**config.mk**
```make
export PLATFORM = sky130hd
export DESIGN_NAME = sha256_stream_hasher
export DESIGN_NICKNAME = d
export VERILOG_FILES = /design/src/sv/sha_pkg.sv /design/src/sv/sha_front.sv /design/src/sv/sha_queue.sv /design/src/sv/sha_core.sv /design/src/sv/sha256_stream_hasher.sv
export SDC_FILE = /design/constraint.sdc
export NUM_CORES = 2
export LEC_CHECK = 0
export BUFFER_PORTS_ARGS = -buffer_cell sky130_fd_sc_hd__buf_2
export CAP_MARGIN = 10
export CORE_ASPECT_RATIO = 2
export CORE_MARGIN = 2
export CORE_UTILIZATION = 50
export CTS_CLUSTER_DIAMETER = 150
export DETAILED_ROUTE_END_ITERATION = 10
export PLACE_DENSITY = 0.63
export RECOVER_POWER = 50
export SLEW_MARGIN = 5
export SYNTH_ARGS = -nofsm -noshare
export SYNTH_HDL_FRONTEND = slang
export SYNTH_SLANG_ARGS = --single-unit
export TNS_END_PERCENT = 10
```
**constraint.sdc**
```tcl
create_clock -name clk -period 54.7 [get_ports clk]
set_clock_uncertainty 0.15 [all_clocks]
set_input_delay 5.47 -clock clk [delete_from_list [all_inputs] [get_ports clk]]
set_output_delay 5.47 -clock clk [all_outputs]
set_load 0.02 [all_outputs]
```
**src/sv/sha_pkg.sv**
```systemverilog
package sha_pkg;

  localparam int unsigned BlkBytes  = 64;
  localparam int unsigned PadLimit  = 56;
  localparam logic [7:0]  PadByte   = 8'h80;

  // request kinds carried on tuser
  localparam logic KindAppend = 1'b0;
  localparam logic KindFinish = 1'b1;

  // front -> back request: one 64-byte block plus a flag marking the last one
  typedef struct packed {
    logic [511:0] blk;
    logic         last;
  } sha_req_t;

  localparam logic [31:0] RoundK [64] = '{
    32'h428a2f98, 32'h71374491, 32'hb5c0fbcf, 32'he9b5dba5,
    32'h3956c25b, 32'h59f111f1, 32'h923f82a4, 32'hab1c5ed5,
    32'hd807aa98, 32'h12835b01, 32'h243185be, 32'h550c7dc3,
    32'h72be5d74, 32'h80deb1fe, 32'h9bdc06a7, 32'hc19bf174,
    32'he49b69c1, 32'hefbe4786, 32'h0fc19dc6, 32'h240ca1cc,
    32'h2de92c6f, 32'h4a7484aa, 32'h5cb0a9dc, 32'h76f988da,
    32'h983e5152, 32'ha831c66d, 32'hb00327c8, 32'hbf597fc7,
    32'hc6e00bf3, 32'hd5a79147, 32'h06ca6351, 32'h14292967,
    32'h27b70a85, 32'h2e1b2138, 32'h4d2c6dfc, 32'h53380d13,
    32'h650a7354, 32'h766a0abb, 32'h81c2c92e, 32'h92722c85,
    32'ha2bfe8a1, 32'ha81a664b, 32'hc24b8b70, 32'hc76c51a3,
    32'hd192e819, 32'hd6990624, 32'hf40e3585, 32'h106aa070,
    32'h19a4c116, 32'h1e376c08, 32'h2748774c, 32'h34b0bcb5,
    32'h391c0cb3, 32'h4ed8aa4a, 32'h5b9cca4f, 32'h682e6ff3,
    32'h748f82ee, 32'h78a5636f, 32'h84c87814, 32'h8cc70208,
    32'h90befffa, 32'ha4506ceb, 32'hbef9a3f7, 32'hc67178f2
  };

  localparam logic [255:0] InitH = {
    32'h6a09e667, 32'hbb67ae85, 32'h3c6ef372, 32'ha54ff53a,
    32'h510e527f, 32'h9b05688c, 32'h1f83d9ab, 32'h5be0cd19
  };

  function automatic logic [31:0] ror(input logic [31:0] x, input int unsigned n);
    ror = (x >> n) | (x << (32 - n));
  endfunction

endpackage

```
**src/sv/sha_front.sv**
```systemverilog
// Gathers bytes, pads on finish, pushes whole blocks to the queue.
module sha_front (
  input  logic              clk,
  input  logic              rst_n,
  input  logic              in_valid,
  output logic              in_ready,
  input  logic              in_kind,
  input  logic [7:0]        in_byte,
  output logic              q_valid,
  input  logic              q_ready,
  output sha_pkg::sha_req_t q_req
);
  import sha_pkg::*;

  typedef enum logic [1:0] {S_FILL, S_PAD, S_PUSH} st_t;

  st_t          st_r;
  logic [511:0] acc_r;     // byte shift register, oldest byte on top
  logic [5:0]   fill_r;
  logic [60:0]  len_r;
  logic [63:0]  bits_r;
  logic         len_ok_r;  // length field goes into the current block
  logic         pad_r;     // finish in progress
  logic         last_r;
  logic [511:0] blk_r;
  logic [7:0]   pad_byte;

  // zeros up to the length field, then the bit length, high byte first
  assign pad_byte = (len_ok_r && fill_r >= 6'(PadLimit)) ? bits_r[63:56] : 8'h00;

  assign in_ready = (st_r == S_FILL);
  assign q_valid  = (st_r == S_PUSH);
  assign q_req    = '{blk: blk_r, last: last_r};

  always_ff @(posedge clk) begin
    if (!rst_n) begin
      st_r     <= S_FILL;
      fill_r   <= '0;
      len_r    <= '0;
      len_ok_r <= 1'b0;
      pad_r    <= 1'b0;
      last_r   <= 1'b0;
    end else begin
      case (st_r)
        S_FILL: begin
          if (in_valid) begin
            if (in_kind == KindAppend) begin
              acc_r  <= {acc_r[503:0], in_byte};
              fill_r <= fill_r + 6'd1;
              len_r  <= len_r + 61'd1;
              if (fill_r == 6'(BlkBytes - 1)) begin
                blk_r  <= {acc_r[503:0], in_byte};
                last_r <= 1'b0;
                st_r   <= S_PUSH;
              end
            end else begin
              acc_r    <= {acc_r[503:0], PadByte};
              fill_r   <= fill_r + 6'd1;
              bits_r   <= {len_r, 3'b000};
              len_r    <= '0;
              len_ok_r <= (fill_r < 6'(PadLimit));
              pad_r    <= 1'b1;
              last_r   <= 1'b0;
              if (fill_r == 6'(BlkBytes - 1)) begin
                blk_r <= {acc_r[503:0], PadByte};
                st_r  <= S_PUSH;
              end else begin
                st_r  <= S_PAD;
              end
            end
          end
        end
        S_PAD: begin
          acc_r  <= {acc_r[503:0], pad_byte};
          fill_r <= fill_r + 6'd1;
          if (len_ok_r && fill_r >= 6'(PadLimit)) bits_r <= {bits_r[55:0], 8'h00};
          if (fill_r == 6'(BlkBytes - 1)) begin
            blk_r  <= {acc_r[503:0], pad_byte};
            last_r <= len_ok_r;
            st_r   <= S_PUSH;
          end
        end
        S_PUSH: begin
          if (q_ready) begin
            len_ok_r <= 1'b1;
            if (pad_r && !last_r) begin
              st_r <= S_PAD;
            end else begin
              pad_r <= 1'b0;
              st_r  <= S_FILL;
            end
          end
        end
        default: st_r <= S_FILL;
      endcase
    end
  end
endmodule

```
**src/sv/sha_queue.sv**
```systemverilog
// Two-entry block queue between front and back.
module sha_queue (
  input  logic              clk,
  input  logic              rst_n,
  input  logic              wr_valid,
  output logic              wr_ready,
  input  sha_pkg::sha_req_t wr_req,
  output logic              rd_valid,
  input  logic              rd_ready,
  output sha_pkg::sha_req_t rd_req
);
  import sha_pkg::*;

  sha_req_t   ent_r [2];
  logic       wp_r, rp_r;
  logic [1:0] cnt_r;
  logic       do_wr, do_rd;

  assign wr_ready = (cnt_r != 2'd2);
  assign rd_valid = (cnt_r != 2'd0);
  assign rd_req   = ent_r[rp_r];
  assign do_wr    = wr_valid && wr_ready;
  assign do_rd    = rd_valid && rd_ready;

  always_ff @(posedge clk) begin
    if (do_wr) ent_r[wp_r] <= wr_req;
    if (!rst_n) begin
      wp_r  <= 1'b0;
      rp_r  <= 1'b0;
      cnt_r <= '0;
    end else begin
      if (do_wr) wp_r <= ~wp_r;
      if (do_rd) rp_r <= ~rp_r;
      cnt_r <= cnt_r + 2'(do_wr) - 2'(do_rd);
    end
  end
endmodule

```
**src/sv/sha_core.sv**
```systemverilog
// One round per cycle compression; emits digest after a last block.
module sha_core (
  input  logic              clk,
  input  logic              rst_n,
  input  logic              q_valid,
  output logic              q_ready,
  input  sha_pkg::sha_req_t q_req,
  output logic              out_valid,
  input  logic              out_ready,
  output logic [255:0]      out_dig
);
  import sha_pkg::*;

  typedef enum logic [1:0] {C_IDLE, C_RUN, C_ADD, C_OUT} st_t;

  st_t          st_r;
  logic [255:0] h_r;
  logic [31:0]  v_r [8];
  logic [31:0]  w_r [16];
  logic [5:0]   rnd_r;
  logic         last_r;
  logic [255:0] dig_r;
  logic [31:0]  t1, t2, wn, s0, s1;

  always_comb begin
    t1 = v_r[7] + (ror(v_r[4], 6) ^ ror(v_r[4], 11) ^ ror(v_r[4], 25)) +
         ((v_r[4] & v_r[5]) ^ (~v_r[4] & v_r[6])) + RoundK[rnd_r] + w_r[0];
    t2 = (ror(v_r[0], 2) ^ ror(v_r[0], 13) ^ ror(v_r[0], 22)) +
         ((v_r[0] & v_r[1]) ^ (v_r[0] & v_r[2]) ^ (v_r[1] & v_r[2]));
    s0 = ror(w_r[1], 7) ^ ror(w_r[1], 18) ^ (w_r[1] >> 3);
    s1 = ror(w_r[14], 17) ^ ror(w_r[14], 19) ^ (w_r[14] >> 10);
    wn = w_r[0] + s0 + w_r[9] + s1;
  end

  assign q_ready   = (st_r == C_IDLE);
  assign out_valid = (st_r == C_OUT);
  assign out_dig   = dig_r;

  always_ff @(posedge clk) begin
    if (!rst_n) begin
      st_r  <= C_IDLE;
      h_r   <= InitH;
      rnd_r <= '0;
    end else begin
      case (st_r)
        C_IDLE: begin
          if (q_valid) begin
            for (int i = 0; i < 16; i++) w_r[i] <= q_req.blk[511-32*i -: 32];
            for (int i = 0; i < 8; i++) v_r[i] <= h_r[255-32*i -: 32];
            last_r <= q_req.last;
            rnd_r  <= '0;
            st_r   <= C_RUN;
          end
        end
        C_RUN: begin
          v_r[7] <= v_r[6]; v_r[6] <= v_r[5]; v_r[5] <= v_r[4];
          v_r[4] <= v_r[3] + t1;
          v_r[3] <= v_r[2]; v_r[2] <= v_r[1]; v_r[1] <= v_r[0];
          v_r[0] <= t1 + t2;
          for (int i = 0; i < 15; i++) w_r[i] <= w_r[i+1];
          w_r[15] <= wn;
          rnd_r   <= rnd_r + 6'd1;
          if (rnd_r == 6'd63) st_r <= C_ADD;
        end
        C_ADD: begin
          if (last_r) begin
            for (int i = 0; i < 8; i++)
              dig_r[255-32*i -: 32] <= h_r[255-32*i -: 32] + v_r[i];
            h_r  <= InitH;
            st_r <= C_OUT;
          end else begin
            for (int i = 0; i < 8; i++)
              h_r[255-32*i -: 32] <= h_r[255-32*i -: 32] + v_r[i];
            st_r <= C_IDLE;
          end
        end
        C_OUT: if (out_ready) st_r <= C_IDLE;
        default: st_r <= C_IDLE;
      endcase
    end
  end
endmodule

```
**src/sv/sha256_stream_hasher.sv**
```systemverilog
// Channel | dir | tdata                      | tuser
// in_     | in  | [7:0] data_byte            | [0] kind (0 append, 1 finish)
// out_    | out | [255:0] digest words 0..7  | -
//
// Append: the 64th byte of a block sends the block to the queue; in_ stalls until it is taken.
// Finish: pads the block to its end (0x80, zeros, length) and queues it; when 0x80
// lands past byte 55, a further block of zeros and the length follows.
// The round engine handles each block as load, 64 rounds, add.
// A two-entry block queue lets gathering overlap compression; a full queue stalls in_.
// Reset (rst_n low, synchronous) restores initial hash values and empties the queue.
// A stalled out_ holds the digest; the engine then stops taking blocks.
module sha256_stream_hasher (
  input  logic         clk,
  input  logic         rst_n,
  input  logic         in_tvalid,
  output logic         in_tready,
  input  logic [7:0]   in_tdata,   // [7:0] data_byte
  input  logic         in_tuser,   // [0] kind
  output logic         out_tvalid,
  input  logic         out_tready,
  output logic [255:0] out_tdata   // word0 [31:0] .. word7 [255:224]
);
  import sha_pkg::*;

  logic     f_valid, f_ready, b_valid, b_ready;
  sha_req_t f_req, b_req;
  logic [255:0] dig;

  sha_front u_front (.clk, .rst_n, .in_valid(in_tvalid), .in_ready(in_tready),
    .in_kind(in_tuser), .in_byte(in_tdata), .q_valid(f_valid), .q_ready(f_ready),
    .q_req(f_req));

  sha_queue u_queue (.clk, .rst_n, .wr_valid(f_valid), .wr_ready(f_ready),
    .wr_req(f_req), .rd_valid(b_valid), .rd_ready(b_ready), .rd_req(b_req));

  sha_core u_core (.clk, .rst_n, .q_valid(b_valid), .q_ready(b_ready), .q_req(b_req),
    .out_valid(out_tvalid), .out_ready(out_tready), .out_dig(dig));

  // digest word j lands at bits 32j+31:32j
  always_comb begin
    for (int j = 0; j < 8; j++) out_tdata[32*j +: 32] = dig[255-32*j -: 32];
  end

  a_hold: assert property (@(posedge clk) disable iff (!rst_n)
    out_tvalid && !out_tready |=> out_tvalid && $stable(out_tdata))
    else $error("digest dropped while stalled");
  a_noblk: assert property (@(posedge clk) disable iff (!rst_n)
    out_tvalid |-> !b_ready)
    else $error("engine took a block while digest pending");
endmodule

```
# Word level (Yosys, flattened, before mapping)
# Memories as Yosys holds them, arrays and structs flattened. A register that Yosys moved wholly into a read port is not among the register bits.
# Index checks and enable logic that the tools add are counted.
[word_totals]
wordCells = 227
inputBits = 13
ramBits = 1794
n_memories = 4
output_inout_bits = 258
ff_bits = 1677
romBits = 2048
[mem_list]
columns = ["name", "words", "width", "rd", "rd_clocked_by_memory_dff", "wr", "line_no", "source"]
rows = [
  ["(no name shown)", 64, 32, 1, 0, 0, "sha_core.sv:27", "((v_r[4] & v_r[5]) ^ (~v_r[4] & v_r[6])) + RoundK[rnd_r] + w_r[0];"],
  ["u_queue.ent_r", 2, 513, 1, 1, 1, "sha_queue.sv:14", "sha_req_t ent_r [2];"],
  ["u_core.w_r", 16, 32, 16, 0, 16, "sha_core.sv:19", "logic [31:0] w_r [16];"],
  ["u_core.v_r", 8, 32, 8, 0, 8, "sha_core.sv:18", "logic [31:0] v_r [8];"],
]
[classes]
order_cmp = 3
bitwise = 54
n_reduce_logical = 24
eq_ne = 19
add_sub_neg = 23
n_mux = 83
[ops]
columns = ["cell", "count"]
rows = [
  ["$mux W512", 5],
  ["$pmux W512 S2", 1],
  ["$pmux W504 S2", 1],
  ["$mux W32", 26],
  ["$add A32 B32 Y32", 18],
  ["$mux W504", 1],
  ["$xor A32 B32 Y32", 9],
  ["$mux W256", 1],
  ["$mux W64", 3],
  ["$and A32 B32 Y32", 5],
  ["$pmux W64 S2", 1],
  ["$add A61 B1 Y61 const B", 1],
  ["$mux W61", 1],
  ["$not A32 Y32", 1],
  ["$or A10 B32 Y32", 1],
  ["$or A13 B32 Y32", 1],
  ["$or A14 B32 Y32", 1],
  ["$or A15 B32 Y32", 1],
  ["$or A19 B32 Y32", 1],
  ["$or A21 B32 Y32", 1],
  ["$or A25 B32 Y32", 1],
  ["$or A26 B32 Y32", 1],
  ["$or A30 B32 Y32", 1],
  ["$or A7 B32 Y32", 1],
  ["other kinds (33)", 122],
]

# Depth between registers and ports, before layout
# An unclocked memory read counts as a cell.
[logic_depth]
ltp_word = 10
ltp_mapped = 41

# By module
# A second synthesis with hierarchy kept.
[unflattened]
cells_unflattened = 10993
hier_area_um2 = 150934.8
[by_module_without_submodules]
columns = ["mod", "area_each_um2", "n_inst", "cells_each", "seq_area_each_um2"]
rows = [
  ["sha_core", 76865.0, 1, 7774, 36064.6],
  ["sha_queue", 37437.2, 1, 1620, 30909.6],
  ["sha_front", 36632.6, 1, 1599, 33782.4],
]

# Least setup slack after synthesis
# OpenSTA, ideal clock, no wires.
[synth_path]
path_type = "input port to flip-flop"
startpoint = "in rst_n"
endpoint = "mem u_core.v_r[0][0], enable pin"
path_slack_ns = 14.484
t_arrival_ns = 38.147
cell_stages = 5
setup_ns = 1.920
path_cell_list = "clkbuf_1 -> clkinv_1 -> clkbuf_1 -> clkbuf_1 -> nor2_1"
[synth_lines]
columns = ["element", "line_no", "source"]
rows = [
  ["from (decl)", "sha256_stream_hasher.sv:14", "input logic rst_n,"],
  ["to (decl)", "sha_core.sv:18", ""],
]

# Worst setup path in the final report
[layout_path]
startpoint = "reg u_front.st_r[1]"
endpoint = "mem u_queue.ent_r[1][458] (netlist bit), enable pin"
[layout_via]
elab_chain_len = 4
[layout_rtl]
columns = ["element", "line_no", "source"]
rows = [
  ["from (decl)", "sha_front.sv:17", "st_t st_r;"],
  ["from (signal assigned)", "sha_front.sv:37", "st_r <= S_FILL;"],
  ["from (signal assigned)", "sha_front.sv:54", "st_r <= S_PUSH;"],
  ["from (signal assigned)", "sha_front.sv:66", "st_r <= S_PUSH;"],
  ["$eq A2 B2 Y1", "sha_front.sv:32", "assign q_valid = (st_r == S_PUSH);"],
  ["$logic_and A1 B1 Y1", "sha_queue.sv:22", "assign do_wr = wr_valid && wr_ready;"],
  ["net u_queue.do_wr", "sha_queue.sv:17", "logic do_wr, do_rd;"],
  ["$mux W1", "sha_queue.sv:26", "if (do_wr) ent_r[wp_r] <= wr_req;"],
  ["$mux W1 (implied by the code)", "sha_queue.sv:26", ""],
  ["to (decl)", "sha_queue.sv:14", ""],
]
# The timed path passes the listed nets, and every way through them passes these cells.

==> flow_summary.toml <==
[status]
outcome = "complete, but fails checks"
violations = "DRC, capacitance limit, slew limit"

[cells_and_area]
drive_gt1_share_pct = 10.8
most-common-layout-cells = "edfxtp_1, nand2_1, a21oi_1"
area_delta_synth_final_pct = 10.7
nFillCells = 23800
final_common_cell = "edfxtp_1"
regArea_um2 = 101000
final_area_um2 = 165000
utilization_pct = 55.5
multiInputGateArea_um2 = 44700
fin_nets = 11400

[placed_design]
dp_hpwl_um = 306000
port_buffers = 270
dpl_cell_area_um2 = 155000
post-place-ws_ns = 43.40
place_congestion = 0.961

[clock_network]
cts_tree = "done"
postCtsHoldBufs = 0
cts_repair_resize_count = 0
post_cts.repair.setup_buffers = 0
clk_latency_ns = 0.94
clk_pin_slew_ns = 0.07
clockBufferDepth = 4
clock_sinks = 3469
h-tree-depth = 5
clockRootBuffer = "clkbuf_16"
cts_buffers = 307

[timing]
min_period_ns = 14.20
maxSlewHeadroom_pct = -526
worst_slack_ns = 40.50
worst_slew_pin_slew_ns = 9.39
tns_ns = 0
drv_slew = 1256
hold_viol_final = 0
max_freq_mhz = 70.4
rsz0062_at_grt = "no"
setup_viol = 0
finalCritPeriodShare_pct = 26.0

[synth]
synth.distinct_cells = 109
yosys_most_used_dff = "edfxtp_1"
async_reset_ff_share_pct = 0
syn_inst = 10500
synth_seq_cells = 3469
synth_edf_count = 3128
ys_seq_area_share_pct = 67.8
syn_area_um2 = 149000
synth_nets = 11100
yosys_warnings = 0
avgSynthCellArea_um2 = 14.2

[route]
drcViolationCount = 2
vias_per_cell = 5.78
first_pass_iters = 8
drt-initial-drc-count = 5621
vias = 85900
ant_nets = 0
wl_per_cell_um = 28.7
wirelength_um = 426000

[floorplan]
die_y_um = 775
fp.dieArea_um2 = 302000
start_util_pct = 50.2
die_width_um = 390
core_um2 = 296000
rows = 283
io_pins = 271

[global_route]
antenna_found_initial = 9
grt_pass1_vias = 88600
grt_max_degree = 155
grt_usage_pct = 27.9
grt_pass1_wl_um = 608000
grt_overflow_total = 0

[setup_path]
path_max_fanout = 146
crit_arrival_ns = 14.45
worstPathRequired_ns = 54.95
path_class = "reg2reg"
start_kind = "flop"
end_kind = "flop"

[min_path]
hold_class = "reg2reg"

[job]
cap_viol_max_count = 20
==> Yosys cell counts (all sizes together), types with 17 or more instances <==
library cell,number,area share [%]
maj3,25,0.17
o21a,59,0.30
and2,18,0.076
mux2i,539,3.6
ha,397,3.3
fa,195,2.6
a21o,187,0.94
a22oi,80,0.40
mux2,251,1.9
or2,17,0.073
xnor2,405,2.4
a22o,44,0.26
nand2b,76,0.32
nand4,48,0.21
a211oi,53,0.28
edfxtp,3128,63
xor2,242,1.4
buf,52,0.14
o21bai,44,0.22
or3,31,0.13
nor3,85,0.30
o31ai,26,0.13
inv,404,1.0
dfxtp,341,4.6
a21oi,742,2.5
nand2,770,1.9
clkbuf,393,0.99
a31oi,40,0.18
nor2,710,1.8
nor2b,61,0.26
o21ai,517,1.7
nand3,175,0.60
and3,42,0.18
a311oi,18,0.11
o211ai,36,0.18
==> final cells by class <==
type	count	share of cell area, %
Inverter	408	0.936
Timing Repair Buffer	429	1.54
Sequential cell	3469	61.2
Multi-Input combinational cell	6153	27.2
Clock inverter	193	1.33
Clock buffer	357	4.84
Tap cell	3847	2.92
Antenna cell	12	0.0182
==> flip-flops by register name, indices dropped and copies added (netlist names), 256 cells and up, named ones only <==
register / flops
u_core.v_r: 256
u_front.blk_r: 512
u_core.h_r: 256
u_queue.ent_r: 1026
u_front.acc_r: 504
u_core.w_r: 512
u_core.out_dig: 256
==> critical path: stages (launching register included) <==
cell      delay [ns]
dfxtp_1         0.62
nand2_1         0.14
a21oi_1         0.54
and2_0          2.06
clkbuf_1        6.61
clkbuf_1        3.37
==> metal layers <==
layer	global-route usage (%)	share of wire [%]	vias up
met2	52.3	54	2446
met1	28.4	34	43400
met5	0	0.0063	-
met3	3.25	3.9	884
li1	-	-	39200
met4	19.7	8.3	4
==> metrics by stage <==
step | hold slack [ns] | instances
finish | 0.272 | 14900
global route | 0.275 | 14900
CTS | 0.268 | 14900
detailed placement | 0.256 | 14300
global placement | 0.254 | 14300
floorplan | 0.250 | 10500
==> path summary, 6_finish.rpt <==
| kind | from | to | slack (ns) | cells past startpoint |
|---|---|---|---|---|
| worst min register to register | u_front.acc_r[499]$_DFFE_PP_ | u_front.blk_r[507]$_DFFE_PP_ | 0.27 | 0 |
| worst max register to register | u_front.st_r[1]$_SDFFE_PN0P_ | u_queue.ent_r[1][458]$_DFFE_PP_ | 40.50 | 5 |
| worst min-delay path | u_front.acc_r[499]$_DFFE_PP_ | u_front.blk_r[507]$_DFFE_PP_ | 0.27 | 0 |
| worst max-delay path | u_front.st_r[1]$_SDFFE_PN0P_ | u_queue.ent_r[1][458]$_DFFE_PP_ | 40.50 | 5 |
==> cell families after synthesis <==
logic type,count (synthesis),synth area share (%)
multiplexers,797,5.64
adder cells (fa/ha/maj),617,6.13
AND/OR/NAND/NOR,2090,6.21
buffers and inverters,853,2.16
AO/OA/AOI/OAI,2001,8.27
flip-flops,3469,67.8
XOR/XNOR,648,3.83
Power is left out: the tool's default activity adds up to more than one toggle a clock period on the data nets, which glitch-free logic cannot reach.
